`src/design/fbs_pkg.sv`:
```
// Package for the frame brightness statistics block.
// Holds shared widths, the per-frame record types and the constant-division helpers.
// No dependencies; every other file of the block uses it.
package fbs_pkg;

    localparam int unsigned FRAME_WORDS_DEF  = 16;
    localparam int unsigned ZONE_SAMPLES_DEF = 16;

    localparam int unsigned WORD_W    = 32;
    localparam int unsigned BYTE_W    = 8;
    localparam int unsigned WORD_BYTES = 4;
    localparam int unsigned ZONES     = 4;
    localparam logic [1:0]  LAST_ZONE = 2'd3;

    // The sample sums must hold 255 times the largest sample count (4 * 4096 samples).
    localparam int unsigned SUM_W  = 22;
    // Reciprocal multipliers for exact division of a SUM_W-bit value by a constant.
    localparam int unsigned MULT_W = 24;
    localparam int unsigned PROD_W = SUM_W + MULT_W;

    // x * 100 / 255 for x below 256, done as a multiply by ceil(2^23 / 255) * 100.
    localparam int unsigned PCT_PROD_W = 30;
    localparam logic [PCT_PROD_W-1:0] PCT_MULT = 30'd3289700;
    localparam int unsigned PCT_SHIFT  = 23;

    localparam int unsigned PCT_W      = 7;
    localparam int unsigned NONZERO_W  = 5;
    localparam int unsigned CHANGE_W   = 4;
    localparam int unsigned SAMPLES_W  = 7;

    typedef logic [SUM_W-1:0]  t_sum;
    typedef logic [BYTE_W-1:0] t_byte;

    // Running totals of one finished frame.
    typedef struct packed {
        logic [WORD_W-1:0]    first_word;
        logic [WORD_W-1:0]    second_word;
        logic [WORD_W-1:0]    final_word;
        logic [NONZERO_W-1:0] nonzero_words;
        logic [CHANGE_W-1:0]  changing_words;
        logic [WORD_W-1:0]    word_sum;
        t_sum                 sample_acc;
        t_byte                lowest_sample;
        t_byte                highest_sample;
        t_sum [ZONES-1:0]     zone_acc;
    } t_frame_totals;

    // Frame record after the divisions by the sample counts.
    typedef struct packed {
        logic [WORD_W-1:0]    first_word;
        logic [WORD_W-1:0]    second_word;
        logic [WORD_W-1:0]    final_word;
        logic [NONZERO_W-1:0] nonzero_words;
        logic [CHANGE_W-1:0]  changing_words;
        logic [WORD_W-1:0]    word_sum;
        t_byte                average_sample;
        t_byte                lowest_sample;
        t_byte                highest_sample;
        t_byte [ZONES-1:0]    zone_mean;
    } t_frame_means;

    typedef struct packed {
        logic [WORD_W-1:0]      first_word;
        logic [WORD_W-1:0]      second_word;
        logic [WORD_W-1:0]      final_word;
        logic [NONZERO_W-1:0]   nonzero_words;
        logic [CHANGE_W-1:0]    changing_words;
        logic [WORD_W-1:0]      word_sum;
        logic [SAMPLES_W-1:0]   samples_seen;
        t_byte                  average_sample;
        t_byte                  lowest_sample;
        t_byte                  highest_sample;
        logic [PCT_W-1:0]       brightness_percent;
        logic [ZONES*PCT_W-1:0] zone_percents;
    } t_result;

    // Number of samples that zone k receives in one frame.
    function automatic int unsigned zone_samples_of(input int unsigned k, input int unsigned fw,
                                                    input int unsigned zs);
        int unsigned total;
        int unsigned start;
        int unsigned left;
        total = WORD_BYTES * fw;
        start = k * zs;
        if (start >= total) begin
            return 0;
        end
        left = total - start;
        if (k == ZONES - 1 || left < zs) begin
            return left;
        end
        return zs;
    endfunction

    function automatic logic [PCT_W-1:0] pct_of(input t_byte value);
        logic [PCT_PROD_W-1:0] prod;
        prod = PCT_PROD_W'(value) * PCT_MULT;
        return PCT_W'(prod >> PCT_SHIFT);
    endfunction

endpackage

```
`src/design/fbs_if.sv`:
```
// Stream channels of the frame brightness statistics block.
// Depends on fbs_pkg for the field widths.
interface fbs_in_if;
    logic                          valid;
    logic                          ready;
    logic [fbs_pkg::WORD_W-1:0]    capture_word;

    modport source (output valid, capture_word, input ready);
    modport sink   (input valid, capture_word, output ready);
endinterface

interface fbs_out_if;
    logic                                    valid;
    logic                                    ready;
    logic [fbs_pkg::WORD_W-1:0]              first_word;
    logic [fbs_pkg::WORD_W-1:0]              second_word;
    logic [fbs_pkg::WORD_W-1:0]              final_word;
    logic [fbs_pkg::NONZERO_W-1:0]           nonzero_words;
    logic [fbs_pkg::CHANGE_W-1:0]            changing_words;
    logic [fbs_pkg::WORD_W-1:0]              word_sum;
    logic [fbs_pkg::SAMPLES_W-1:0]           samples_seen;
    logic [fbs_pkg::BYTE_W-1:0]              average_sample;
    logic [fbs_pkg::BYTE_W-1:0]              lowest_sample;
    logic [fbs_pkg::BYTE_W-1:0]              highest_sample;
    logic [fbs_pkg::PCT_W-1:0]               brightness_percent;
    logic [fbs_pkg::ZONES*fbs_pkg::PCT_W-1:0] zone_percents;

    modport source (output valid, first_word, second_word, final_word, nonzero_words,
                    changing_words, word_sum, samples_seen, average_sample, lowest_sample,
                    highest_sample, brightness_percent, zone_percents, input ready);
    modport sink   (input valid, first_word, second_word, final_word, nonzero_words,
                    changing_words, word_sum, samples_seen, average_sample, lowest_sample,
                    highest_sample, brightness_percent, zone_percents, output ready);
endinterface

```
`src/design/frame_brightness_statistics_core.sv`:
```
// Frame brightness statistics, top level.
// Input channel i_capture carries one 32-bit captured word per transfer, four 8-bit
// samples with the low byte first. Every FRAME_WORDS words form one frame; after the
// last word of a frame one result leaves on o_result, and no result is produced for the
// other words. The result holds the first, second and last words, the nonzero and
// changing word counts, the wrapping word sum, the sample count, the average, minimum
// and maximum sample, the brightness percent and four zone percents.
// Throughput is one word per clock cycle while no closing word waits. A result reaches
// o_result through three registers after the transfer of the frame's last word: the
// accumulator loads its totals register at that transfer, the reciprocal multipliers
// that divide by the sample counts feed the divide register, and the percent multipliers
// feed the output register. When o_result is stalled, results wait in the three stage
// registers; words that do not close a frame are still taken, and a closing word waits
// only when all three stages hold a result.
// Reset is synchronous and active low: it empties the pipeline and starts a new frame.
// Depends on fbs_pkg, fbs_if, fbs_accum, fbs_divide and fbs_percent.
module frame_brightness_statistics_core #(
    parameter int unsigned FRAME_WORDS  = fbs_pkg::FRAME_WORDS_DEF,
    parameter int unsigned ZONE_SAMPLES = fbs_pkg::ZONE_SAMPLES_DEF
) (
    input  logic      i_clk,
    input  logic      i_rst_n,
    fbs_in_if.sink    i_capture,
    fbs_out_if.source o_result
);

    logic                   w_tot_valid;
    logic                   w_tot_ready;
    fbs_pkg::t_frame_totals w_totals;
    logic                   w_mean_valid;
    logic                   w_mean_ready;
    fbs_pkg::t_frame_means  w_means;

    fbs_accum #(
        .FRAME_WORDS  (FRAME_WORDS),
        .ZONE_SAMPLES (ZONE_SAMPLES)
    ) u_accum (
        .i_clk     (i_clk),
        .i_rst_n   (i_rst_n),
        .i_capture (i_capture),
        .i_ready   (w_tot_ready),
        .o_valid   (w_tot_valid),
        .o_totals  (w_totals)
    );

    fbs_divide #(
        .FRAME_WORDS  (FRAME_WORDS),
        .ZONE_SAMPLES (ZONE_SAMPLES)
    ) u_divide (
        .i_clk    (i_clk),
        .i_rst_n  (i_rst_n),
        .i_valid  (w_tot_valid),
        .i_totals (w_totals),
        .o_ready  (w_tot_ready),
        .o_valid  (w_mean_valid),
        .o_means  (w_means),
        .i_ready  (w_mean_ready)
    );

    fbs_percent #(
        .FRAME_WORDS (FRAME_WORDS)
    ) u_percent (
        .i_clk    (i_clk),
        .i_rst_n  (i_rst_n),
        .i_valid  (w_mean_valid),
        .i_means  (w_means),
        .o_ready  (w_mean_ready),
        .o_result (o_result)
    );

    // A frame's totals must not be dropped while the divide stage is full.
    a_totals_held: assert property (@(posedge i_clk) disable iff (!i_rst_n)
        (w_tot_valid && !w_tot_ready) |=> w_tot_valid)
        else $error("frame totals lost while the divide stage was stalled");

    a_min_max_order: assert property (@(posedge i_clk) disable iff (!i_rst_n)
        o_result.valid |-> (o_result.lowest_sample <= o_result.highest_sample))
        else $error("lowest sample above highest sample");

    a_average_bounds: assert property (@(posedge i_clk) disable iff (!i_rst_n)
        o_result.valid |-> ((o_result.average_sample >= o_result.lowest_sample)
                         && (o_result.average_sample <= o_result.highest_sample)))
        else $error("average sample outside the frame's sample range");

    a_percent_range: assert property (@(posedge i_clk) disable iff (!i_rst_n)
        o_result.valid |-> (o_result.brightness_percent <= 7'd100))
        else $error("brightness percent above 100");

endmodule

```
`src/design/fbs_accum.sv`:
```
// Per-word accumulation of the frame statistics and the frame totals register.
// Depends on fbs_pkg and the fbs_in_if channel.
module fbs_accum #(
    parameter int unsigned FRAME_WORDS  = fbs_pkg::FRAME_WORDS_DEF,
    parameter int unsigned ZONE_SAMPLES = fbs_pkg::ZONE_SAMPLES_DEF
) (
    input  logic                   i_clk,
    input  logic                   i_rst_n,
    fbs_in_if.sink                 i_capture,
    input  logic                   i_ready,
    output logic                   o_valid,
    output fbs_pkg::t_frame_totals o_totals
);

    localparam int unsigned POS_W   = (FRAME_WORDS > 1) ? $clog2(FRAME_WORDS) : 1;
    localparam int unsigned ZFILL_W = (ZONE_SAMPLES > 1) ? $clog2(ZONE_SAMPLES) : 1;
    localparam logic [POS_W-1:0]   LAST_POS  = POS_W'(FRAME_WORDS - 1);
    localparam logic [ZFILL_W-1:0] LAST_FILL = ZFILL_W'(ZONE_SAMPLES - 1);
    localparam logic [POS_W-1:0]   FIRST_POS  = '0;
    localparam logic [POS_W-1:0]   SECOND_POS = POS_W'(1);

    logic [POS_W-1:0]                r_pos, n_pos;
    logic [fbs_pkg::WORD_W-1:0]      r_first, n_first;
    logic [fbs_pkg::WORD_W-1:0]      r_second, n_second;
    logic [fbs_pkg::WORD_W-1:0]      r_prev;
    logic [fbs_pkg::NONZERO_W-1:0]   r_nonzero, n_nonzero;
    logic [fbs_pkg::CHANGE_W-1:0]    r_change, n_change;
    logic [fbs_pkg::WORD_W-1:0]      r_wsum, n_wsum;
    fbs_pkg::t_sum                   r_ssum, n_ssum;
    fbs_pkg::t_byte                  r_min, n_min;
    fbs_pkg::t_byte                  r_max, n_max;
    fbs_pkg::t_sum                   r_zsum [fbs_pkg::ZONES];
    fbs_pkg::t_sum                   n_zsum [fbs_pkg::ZONES];
    logic [1:0]                      r_zone, n_zone;
    logic [ZFILL_W-1:0]              r_zfill, n_zfill;
    logic                            r_valid;
    fbs_pkg::t_frame_totals          r_totals, n_totals;

    logic [fbs_pkg::WORD_W-1:0]      w_word;
    logic                            w_last;
    logic                            w_accept;
    logic                            w_clear;
    fbs_pkg::t_byte                  w_smp;

    assign w_word   = i_capture.capture_word;
    assign w_last   = (r_pos == LAST_POS);
    // Only the closing word of a frame needs room in the totals register.
    assign i_capture.ready = !w_last || !r_valid || i_ready;
    assign w_accept = i_capture.valid && i_capture.ready;
    assign w_clear  = !i_rst_n || (w_accept && w_last);

    always_comb begin
        n_pos     = r_pos + POS_W'(1);
        n_first   = (r_pos == FIRST_POS) ? w_word : r_first;
        n_second  = (r_pos == SECOND_POS) ? w_word : r_second;
        n_nonzero = r_nonzero + fbs_pkg::NONZERO_W'(w_word != '0);
        n_change  = r_change
                  + fbs_pkg::CHANGE_W'((r_pos != FIRST_POS) && (w_word != r_prev));
        n_wsum    = r_wsum + w_word;
    end

    // Four samples a word; the zone pointer can step several times within one word
    // when zones are short.
    always_comb begin
        n_ssum  = r_ssum;
        n_min   = r_min;
        n_max   = r_max;
        n_zone  = r_zone;
        n_zfill = r_zfill;
        w_smp   = '0;
        for (int k = 0; k < fbs_pkg::ZONES; k++) begin
            n_zsum[k] = r_zsum[k];
        end
        for (int b = 0; b < fbs_pkg::WORD_BYTES; b++) begin
            w_smp          = w_word[fbs_pkg::BYTE_W*b +: fbs_pkg::BYTE_W];
            n_ssum         = n_ssum + fbs_pkg::SUM_W'(w_smp);
            n_zsum[n_zone] = n_zsum[n_zone] + fbs_pkg::SUM_W'(w_smp);
            if (w_smp < n_min) begin
                n_min = w_smp;
            end
            if (w_smp > n_max) begin
                n_max = w_smp;
            end
            if (n_zone != fbs_pkg::LAST_ZONE) begin
                if (n_zfill == LAST_FILL) begin
                    n_zone  = n_zone + 2'd1;
                    n_zfill = '0;
                end else begin
                    n_zfill = n_zfill + ZFILL_W'(1);
                end
            end
        end
    end

    always_comb begin
        n_totals.first_word     = n_first;
        n_totals.second_word    = n_second;
        n_totals.final_word     = w_word;
        n_totals.nonzero_words  = n_nonzero;
        n_totals.changing_words = n_change;
        n_totals.word_sum       = n_wsum;
        n_totals.sample_acc     = n_ssum;
        n_totals.lowest_sample  = n_min;
        n_totals.highest_sample = n_max;
        for (int k = 0; k < fbs_pkg::ZONES; k++) begin
            n_totals.zone_acc[k] = n_zsum[k];
        end
    end

    always_ff @(posedge i_clk) begin
        if (w_clear) begin
            r_pos     <= '0;
            r_first   <= '0;
            r_second  <= '0;
            r_prev    <= '0;
            r_nonzero <= '0;
            r_change  <= '0;
            r_wsum    <= '0;
            r_ssum    <= '0;
            r_min     <= '1;
            r_max     <= '0;
            r_zone    <= '0;
            r_zfill   <= '0;
            for (int k = 0; k < fbs_pkg::ZONES; k++) begin
                r_zsum[k] <= '0;
            end
        end else if (w_accept) begin
            r_pos     <= n_pos;
            r_first   <= n_first;
            r_second  <= n_second;
            r_prev    <= w_word;
            r_nonzero <= n_nonzero;
            r_change  <= n_change;
            r_wsum    <= n_wsum;
            r_ssum    <= n_ssum;
            r_min     <= n_min;
            r_max     <= n_max;
            r_zone    <= n_zone;
            r_zfill   <= n_zfill;
            for (int k = 0; k < fbs_pkg::ZONES; k++) begin
                r_zsum[k] <= n_zsum[k];
            end
        end
    end

    always_ff @(posedge i_clk) begin
        if (!i_rst_n) begin
            r_valid <= 1'b0;
        end else if (w_accept && w_last) begin
            r_valid <= 1'b1;
        end else if (i_ready) begin
            r_valid <= 1'b0;
        end
    end

    always_ff @(posedge i_clk) begin
        if (w_accept && w_last) begin
            r_totals <= n_totals;
        end
    end

    assign o_valid  = r_valid;
    assign o_totals = r_totals;

endmodule

```
`src/design/fbs_divide.sv`:
```
// Divides the frame and zone sample sums by their fixed sample counts.
// Each division is a multiply by a reciprocal worked out at elaboration. Depends on fbs_pkg.
module fbs_divide #(
    parameter int unsigned FRAME_WORDS  = fbs_pkg::FRAME_WORDS_DEF,
    parameter int unsigned ZONE_SAMPLES = fbs_pkg::ZONE_SAMPLES_DEF
) (
    input  logic                   i_clk,
    input  logic                   i_rst_n,
    input  logic                   i_valid,
    input  fbs_pkg::t_frame_totals i_totals,
    output logic                   o_ready,
    output logic                   o_valid,
    output fbs_pkg::t_frame_means  o_means,
    input  logic                   i_ready
);

    // Rounded-up reciprocals give the exact quotient for every dividend below 2^SUM_W.
    localparam int unsigned AvgDiv  = fbs_pkg::WORD_BYTES * FRAME_WORDS;
    localparam int unsigned AVG_SH  = fbs_pkg::SUM_W + $clog2(AvgDiv);
    localparam longint unsigned AVG_RECIP = ((64'd1 << AVG_SH) + AvgDiv - 1) / AvgDiv;
    localparam logic [fbs_pkg::MULT_W-1:0] AVG_MULT = fbs_pkg::MULT_W'(AVG_RECIP);

    logic [fbs_pkg::PROD_W-1:0] w_avg_prod;
    fbs_pkg::t_byte             w_avg;
    fbs_pkg::t_byte             w_zmean [fbs_pkg::ZONES];
    logic                       r_valid;
    fbs_pkg::t_frame_means      r_means;

    assign w_avg_prod = fbs_pkg::PROD_W'(i_totals.sample_acc) * fbs_pkg::PROD_W'(AVG_MULT);
    assign w_avg      = fbs_pkg::BYTE_W'(w_avg_prod >> AVG_SH);

    for (genvar k = 0; k < fbs_pkg::ZONES; k++) begin : g_zone
        // An empty zone has a zero sum, so any divisor gives the required zero.
        localparam int unsigned ZoneCnt =
            fbs_pkg::zone_samples_of(k, FRAME_WORDS, ZONE_SAMPLES);
        localparam int unsigned ZoneDiv = (ZoneCnt == 0) ? 1 : ZoneCnt;
        localparam int unsigned Z_SH    = fbs_pkg::SUM_W + $clog2(ZoneDiv);
        localparam longint unsigned Z_RECIP = ((64'd1 << Z_SH) + ZoneDiv - 1) / ZoneDiv;
        localparam logic [fbs_pkg::MULT_W-1:0] Z_MULT = fbs_pkg::MULT_W'(Z_RECIP);

        logic [fbs_pkg::PROD_W-1:0] w_prod;

        assign w_prod     = fbs_pkg::PROD_W'(i_totals.zone_acc[k]) * fbs_pkg::PROD_W'(Z_MULT);
        assign w_zmean[k] = fbs_pkg::BYTE_W'(w_prod >> Z_SH);
    end

    assign o_ready = !r_valid || i_ready;

    always_ff @(posedge i_clk) begin
        if (!i_rst_n) begin
            r_valid <= 1'b0;
        end else if (o_ready) begin
            r_valid <= i_valid;
        end
    end

    always_ff @(posedge i_clk) begin
        if (o_ready && i_valid) begin
            r_means.first_word     <= i_totals.first_word;
            r_means.second_word    <= i_totals.second_word;
            r_means.final_word     <= i_totals.final_word;
            r_means.nonzero_words  <= i_totals.nonzero_words;
            r_means.changing_words <= i_totals.changing_words;
            r_means.word_sum       <= i_totals.word_sum;
            r_means.average_sample <= w_avg;
            r_means.lowest_sample  <= i_totals.lowest_sample;
            r_means.highest_sample <= i_totals.highest_sample;
            for (int k = 0; k < fbs_pkg::ZONES; k++) begin
                r_means.zone_mean[k] <= w_zmean[k];
            end
        end
    end

    assign o_valid = r_valid;
    assign o_means = r_means;

endmodule

```
`src/design/fbs_percent.sv`:
```
// Converts the frame and zone means to percent and holds the result register.
// Depends on fbs_pkg and the fbs_out_if channel.
module fbs_percent #(
    parameter int unsigned FRAME_WORDS = fbs_pkg::FRAME_WORDS_DEF
) (
    input  logic                  i_clk,
    input  logic                  i_rst_n,
    input  logic                  i_valid,
    input  fbs_pkg::t_frame_means i_means,
    output logic                  o_ready,
    fbs_out_if.source             o_result
);

    localparam logic [fbs_pkg::SAMPLES_W-1:0] SAMPLES =
        fbs_pkg::SAMPLES_W'(fbs_pkg::WORD_BYTES * FRAME_WORDS);

    logic                                      r_valid;
    fbs_pkg::t_result                          r_out, n_out;

    always_comb begin
        n_out.first_word         = i_means.first_word;
        n_out.second_word        = i_means.second_word;
        n_out.final_word         = i_means.final_word;
        n_out.nonzero_words      = i_means.nonzero_words;
        n_out.changing_words     = i_means.changing_words;
        n_out.word_sum           = i_means.word_sum;
        n_out.samples_seen       = SAMPLES;
        n_out.average_sample     = i_means.average_sample;
        n_out.lowest_sample      = i_means.lowest_sample;
        n_out.highest_sample     = i_means.highest_sample;
        n_out.brightness_percent = fbs_pkg::pct_of(i_means.average_sample);
        for (int k = 0; k < fbs_pkg::ZONES; k++) begin
            n_out.zone_percents[fbs_pkg::PCT_W*k +: fbs_pkg::PCT_W] =
                fbs_pkg::pct_of(i_means.zone_mean[k]);
        end
    end

    assign o_ready = !r_valid || o_result.ready;

    always_ff @(posedge i_clk) begin
        if (!i_rst_n) begin
            r_valid <= 1'b0;
        end else if (o_ready) begin
            r_valid <= i_valid;
        end
    end

    always_ff @(posedge i_clk) begin
        if (o_ready && i_valid) begin
            r_out <= n_out;
        end
    end

    assign o_result.valid              = r_valid;
    assign o_result.first_word         = r_out.first_word;
    assign o_result.second_word        = r_out.second_word;
    assign o_result.final_word         = r_out.final_word;
    assign o_result.nonzero_words      = r_out.nonzero_words;
    assign o_result.changing_words     = r_out.changing_words;
    assign o_result.word_sum           = r_out.word_sum;
    assign o_result.samples_seen       = r_out.samples_seen;
    assign o_result.average_sample     = r_out.average_sample;
    assign o_result.lowest_sample      = r_out.lowest_sample;
    assign o_result.highest_sample     = r_out.highest_sample;
    assign o_result.brightness_percent = r_out.brightness_percent;
    assign o_result.zone_percents      = r_out.zone_percents;

endmodule

```
`src/flat_wrapper.sv`:
```
// flat-port wrapper written by rule: the top's interface ports become plain ports
module frame_brightness_statistics_core_flat 
#(
    parameter int unsigned FRAME_WORDS  = fbs_pkg::FRAME_WORDS_DEF,
    parameter int unsigned ZONE_SAMPLES = fbs_pkg::ZONE_SAMPLES_DEF
)
  (i_clk, i_rst_n, i_capture_valid, i_capture_capture_word, i_capture_ready, o_result_valid, o_result_first_word, o_result_second_word, o_result_final_word, o_result_nonzero_words, o_result_changing_words, o_result_word_sum, o_result_samples_seen, o_result_average_sample, o_result_lowest_sample, o_result_highest_sample, o_result_brightness_percent, o_result_zone_percents, o_result_ready);
  fbs_in_if i_capture_i ();
  fbs_out_if o_result_i ();
  input  logic i_clk;
  input  logic i_rst_n;
  input wire logic [$bits(i_capture_i.valid)-1:0] i_capture_valid;
  input wire logic [$bits(i_capture_i.capture_word)-1:0] i_capture_capture_word;
  output wire logic [$bits(i_capture_i.ready)-1:0] i_capture_ready;
  output wire logic [$bits(o_result_i.valid)-1:0] o_result_valid;
  output wire logic [$bits(o_result_i.first_word)-1:0] o_result_first_word;
  output wire logic [$bits(o_result_i.second_word)-1:0] o_result_second_word;
  output wire logic [$bits(o_result_i.final_word)-1:0] o_result_final_word;
  output wire logic [$bits(o_result_i.nonzero_words)-1:0] o_result_nonzero_words;
  output wire logic [$bits(o_result_i.changing_words)-1:0] o_result_changing_words;
  output wire logic [$bits(o_result_i.word_sum)-1:0] o_result_word_sum;
  output wire logic [$bits(o_result_i.samples_seen)-1:0] o_result_samples_seen;
  output wire logic [$bits(o_result_i.average_sample)-1:0] o_result_average_sample;
  output wire logic [$bits(o_result_i.lowest_sample)-1:0] o_result_lowest_sample;
  output wire logic [$bits(o_result_i.highest_sample)-1:0] o_result_highest_sample;
  output wire logic [$bits(o_result_i.brightness_percent)-1:0] o_result_brightness_percent;
  output wire logic [$bits(o_result_i.zone_percents)-1:0] o_result_zone_percents;
  input wire logic [$bits(o_result_i.ready)-1:0] o_result_ready;
  assign i_capture_i.valid = i_capture_valid;
  assign i_capture_i.capture_word = i_capture_capture_word;
  assign i_capture_ready = i_capture_i.ready;
  assign o_result_valid = o_result_i.valid;
  assign o_result_first_word = o_result_i.first_word;
  assign o_result_second_word = o_result_i.second_word;
  assign o_result_final_word = o_result_i.final_word;
  assign o_result_nonzero_words = o_result_i.nonzero_words;
  assign o_result_changing_words = o_result_i.changing_words;
  assign o_result_word_sum = o_result_i.word_sum;
  assign o_result_samples_seen = o_result_i.samples_seen;
  assign o_result_average_sample = o_result_i.average_sample;
  assign o_result_lowest_sample = o_result_i.lowest_sample;
  assign o_result_highest_sample = o_result_i.highest_sample;
  assign o_result_brightness_percent = o_result_i.brightness_percent;
  assign o_result_zone_percents = o_result_i.zone_percents;
  assign o_result_i.ready = o_result_ready;
  frame_brightness_statistics_core #(.FRAME_WORDS(FRAME_WORDS), .ZONE_SAMPLES(ZONE_SAMPLES)) u_core (.i_clk(i_clk), .i_rst_n(i_rst_n), .i_capture(i_capture_i), .o_result(o_result_i));
endmodule
```
`config.mk`:
```
export PLATFORM = sky130hd
export DESIGN_NAME = frame_brightness_statistics_core_flat
export DESIGN_NICKNAME = d
export VERILOG_FILES = /design/src/design/fbs_pkg.sv /design/src/design/fbs_if.sv /design/src/design/frame_brightness_statistics_core.sv /design/src/design/fbs_accum.sv /design/src/design/fbs_divide.sv /design/src/design/fbs_percent.sv /design/src/flat_wrapper.sv
export SDC_FILE = /design/constraint.sdc
export NUM_CORES = 2
export LEC_CHECK = 0
export ABC_CLOCK_PERIOD_IN_PS = 27800
export BUFFER_PORTS_ARGS = -buffer_cell sky130_fd_sc_hd__buf_4
export CORE_MARGIN = 2
export CORE_UTILIZATION = 29
export CTS_CLUSTER_DIAMETER = 50
export DETAILED_ROUTE_END_ITERATION = 8
export GPL_ROUTABILITY_DRIVEN = 0
export PLACE_DENSITY_LB_ADDON = 0.12
export SYNTH_ARGS = -nofsm -noshare
export SYNTH_HDL_FRONTEND = slang
export SYNTH_HIERARCHICAL = 1
export SYNTH_SLANG_ARGS = --single-unit
```
`constraint.sdc`:
```
create_clock -name i_clk -period 27.8 [get_ports i_clk]
set_input_delay 8.34 -clock i_clk [delete_from_list [all_inputs] [get_ports i_clk]]
set_output_delay 8.34 -clock i_clk [all_outputs]
set_load 0.02 [all_outputs]
```
==> out/results.txt <==
The area added between synthesis and finish came out at 17.2%. Entering global routing, the biggest net connects 88 pins. The synthesized area per cell was 12.1 sq um; the number of buffers inserted during clock tree synthesis was 111.

The most critical setup path has its startpoint at o_result_ready. The run gives 9.28 ns as the critical path data arrival time. Setup repair after global routing left no endpoint under its margin. The total standard cell area after synthesis was 44600 sq um. Post-CTS repair changed the size of 0 cells. The maximum fanout count along the critical path was 3; the clock sink count was 810.

The clock transition at the registers of the reported paths is 0.06 ns, and the detail-routed net length per standard cell is 21.3 microns. The total overflow left after global routing is 0. The H-tree depth reported by CTS came out at 3. Clock tree root buffer cell: sky130_fd_sc_hd__clkbuf_16. The tools report the origin of the critical flop-to-flop path as u_core/u_accum/r_zone[0]. The analysis attributes to cell leakage a power of 0.0210 uW. Setup violations remaining at the end of the flow were counted as 0. In this run the worst hold path is classified as flip-flop to flip-flop. The run gives 0 as the final routed DRC violation total. Adding up every negative setup slack in the final design gives 0 ns. Global routing used 16.2% of the available tracks.

TritonCTS built the clock tree. Counting along the longest clock path gives a buffer depth of 3. The number of warnings issued by yosys came out at 6. The cell-internal power came out at 2810 uW. The run finished with clean final reports.

Wires add up to 128000 microns. Setup slack on the critical path of the routed design comes to 10.18 ns. The number of max-cap violations was 0. The setup fix buffers added after clock tree synthesis was 0; the number of buffers added on ports was 233.

The die covers 157000 sq um. The number of standard-cell rows in the floorplan was 143. After the first detailed-routing iteration, the DRC count stood at 1811.

The initial utilization of the core area, before any placement, comes to 29.3%. The tools report the routed via count as 28918. Clock latency on the worst-skew pair, taken at its later pin, is 0.73 ns. The switching share of total power was 35.9%.

For the normalized max-slew margin, the log shows 24.8%. The setup check on the worst reg-to-reg path leaves a slack of 18.11 ns. The library cells used most frequently in the layout, excluding fill and tap cells, are 630 x sky130_fd_sc_hd__edfxtp_1, 437 x sky130_fd_sc_hd__ha_1, 309 x sky130_fd_sc_hd__inv_1, 272 x sky130_fd_sc_hd__buf_4, 227 x sky130_fd_sc_hd__nor2_1. Leaving out fill and tap cells, the most frequent cell in the layout is sky130_fd_sc_hd__edfxtp_1. Worst-case vdd ir drop: 0.0741 mV.

The number of ports placed on the die boundary came out at 241. Cells with a size suffix above 1 make up 15.9% of the layout. The highest clock frequency the design can meet came out at 56.8 MHz. The final layout net count was 4477.

The final setup skew is 0.0471 ns, and the placed wire-length estimate after detailed placement is 85200 microns. The vertical extent of the die is 396 microns, and the initial antenna violation count is 18. The critical path ends at i_capture_ready. The via count of the first global-routing pass was 29070; the number of inserted filler cells in the final layout was 15124.

For the power share of the clock group, the log shows 32.6%. The nature of the critical path endpoint is an output port. The run gives 35.2% as the combinational group share of total power. The final clock period utilization by the worst path is 63.4%, and the die boundary width is 396 microns. For this design the total switching power over the nets is 1580 uW. The floorplan step defined a core boundary enclosing 152000 sq um.

The share of total power dissipated in sequential elements is 32.1%. The max-slew violation count was 0; the cell count after synthesis was 3688. The number of routed nets with antenna violations is 0.

The number of hold buffers added after cts is 0, and the power per cell area is 84.1 nW/um^2. The pre-antenna-repair detailed-routing pass consisted of 8 iterations. The number of vias per cell after detailed routing is 4.81, and the worst reg-to-reg path cell count is 36.

The critical path required time was 19.46 ns; the placement-stage worst setup slack was 10.16 ns. The worst setup path is of the input port to output port kind. For the finished layout, the period the worst path requires is 17.62 ns. The logs give 0 for the number of hold-slack violations in the final timing report and 190000 microns for the first-pass GRT wire length. The share of the core filled with cells in the final layout is 34.3%. For the pin with the worst max-slew slack, the measured transition is 1.13 ns.

The capture instance of the worst register-to-register path is u_core/u_accum/r_zsum[1][11]. The worst setup path is launched from an input port.
==> worst max-delay path, cell delays in order <==
cell and delay [ns]:
sky130_fd_sc_hd__buf_4 0.10, sky130_fd_sc_hd__nand2b_1 0.16, sky130_fd_sc_hd__nand2b_4 0.16, sky130_fd_sc_hd__nor2b_1 0.16
sky130_fd_sc_hd__nand4_1 0.16, sky130_fd_sc_hd__buf_4 0.20
==> stage by stage <==
step                hold WS [ns]  instances  power, uW  instance area [sq um]
CTS                        0.380       6007       4430                  52200
global placement           0.400       5797       2960                  48400
detailed placement         0.405       5797       2960                  48400
floorplan                  0.400       3693       2530                  44600
finish                     0.391       6010       4390                  52200
global route               0.383       6007       4660                  52200
==> layout make-up <==
class | count | area [sq um] | area share [%]
Tap cell | 2030 | 2540 | 4.86
Antenna cell | 3 | 7.51 | 0.0144
Sequential cell | 810 | 22500 | 43.1
Multi-Input combinational cell | 2372 | 20200 | 38.6
Clock inverter | 82 | 895 | 1.71
Clock buffer | 128 | 2870 | 5.50
Inverter | 313 | 1180 | 2.26
Timing Repair Buffer | 272 | 2040 | 3.91
==> per-layer routing <==
layer | track usage [%] | share of wire [%] | wire [microns] | vias up
met5 | 0 | 0.026 | 33 | -
met1 | 22.6 | 46 | 59600 | 14188
met4 | 5.21 | 2.6 | 3370 | 6
li1 | - | - | - | 13835
met3 | 2.55 | 5.2 | 6730 | 194
met2 | 25.7 | 46 | 58500 | 695
==> state kept, by name, indices dropped and copies added (netlist names), 7 cells and up <==
| name | cells |
|---|---|
| u_core/u_accum/o_totals | 193 |
| u_core/u_divide/o_means | 193 |
| u_core/u_accum/r_zsum | 48 |
| u_core/u_accum/r_first | 32 |
| u_core/u_accum/r_prev | 32 |
| u_core/u_accum/r_second | 32 |
| u_core/u_accum/r_wsum | 32 |
| u_core/u_percent/o_result.final_word | 32 |
| u_core/u_percent/o_result.first_word | 32 |
| u_core/u_percent/o_result.second_word | 32 |
| u_core/u_percent/o_result.word_sum | 32 |
| u_core/u_percent/o_result.zone_percents | 28 |
| u_core/u_accum/r_ssum | 14 |
| u_core/u_accum/r_max | 8 |
| u_core/u_accum/r_min | 8 |
| u_core/u_percent/o_result.average_sample | 8 |
| u_core/u_percent/o_result.highest_sample | 8 |
| u_core/u_percent/o_result.lowest_sample | 8 |
| u_core/u_percent/o_result.brightness_percent | 7 |
==> worst min-delay path by stage <==
stage                            startpoint                      endpoint  slack [ns]  depth (start not counted)
6_report        u_core/u_accum/o_totals[29]   u_core/u_divide/o_means[11]        0.39                          0
3_3_place_gp   u_core/u_accum/o_totals[184]  u_core/u_divide/o_means[114]        0.40                          0
4_1_cts         u_core/u_accum/o_totals[29]   u_core/u_divide/o_means[11]        0.38                          0
2_1_floorplan    u_core/u_accum/o_totals[4]    u_core/u_divide/o_means[0]        0.40                          0
5_1_grt         u_core/u_accum/o_totals[29]   u_core/u_divide/o_means[11]        0.38                          0
3_5_place_dp   u_core/u_accum/o_totals[174]  u_core/u_divide/o_means[104]        0.40                          0
==> power groups by stage <==
stage / Clock [uW] / Sequential (uW) / Combinational [uW]
CTS: 1480 / 1410 / 1540
global placement: 0 / 1440 / 1520
detailed placement: 0 / 1440 / 1520
finish: 1430 / 1410 / 1550
global route: 1530 / 1420 / 1720
floorplan: 0 / 1430 / 1100
(Power assumes the default switching activity.)
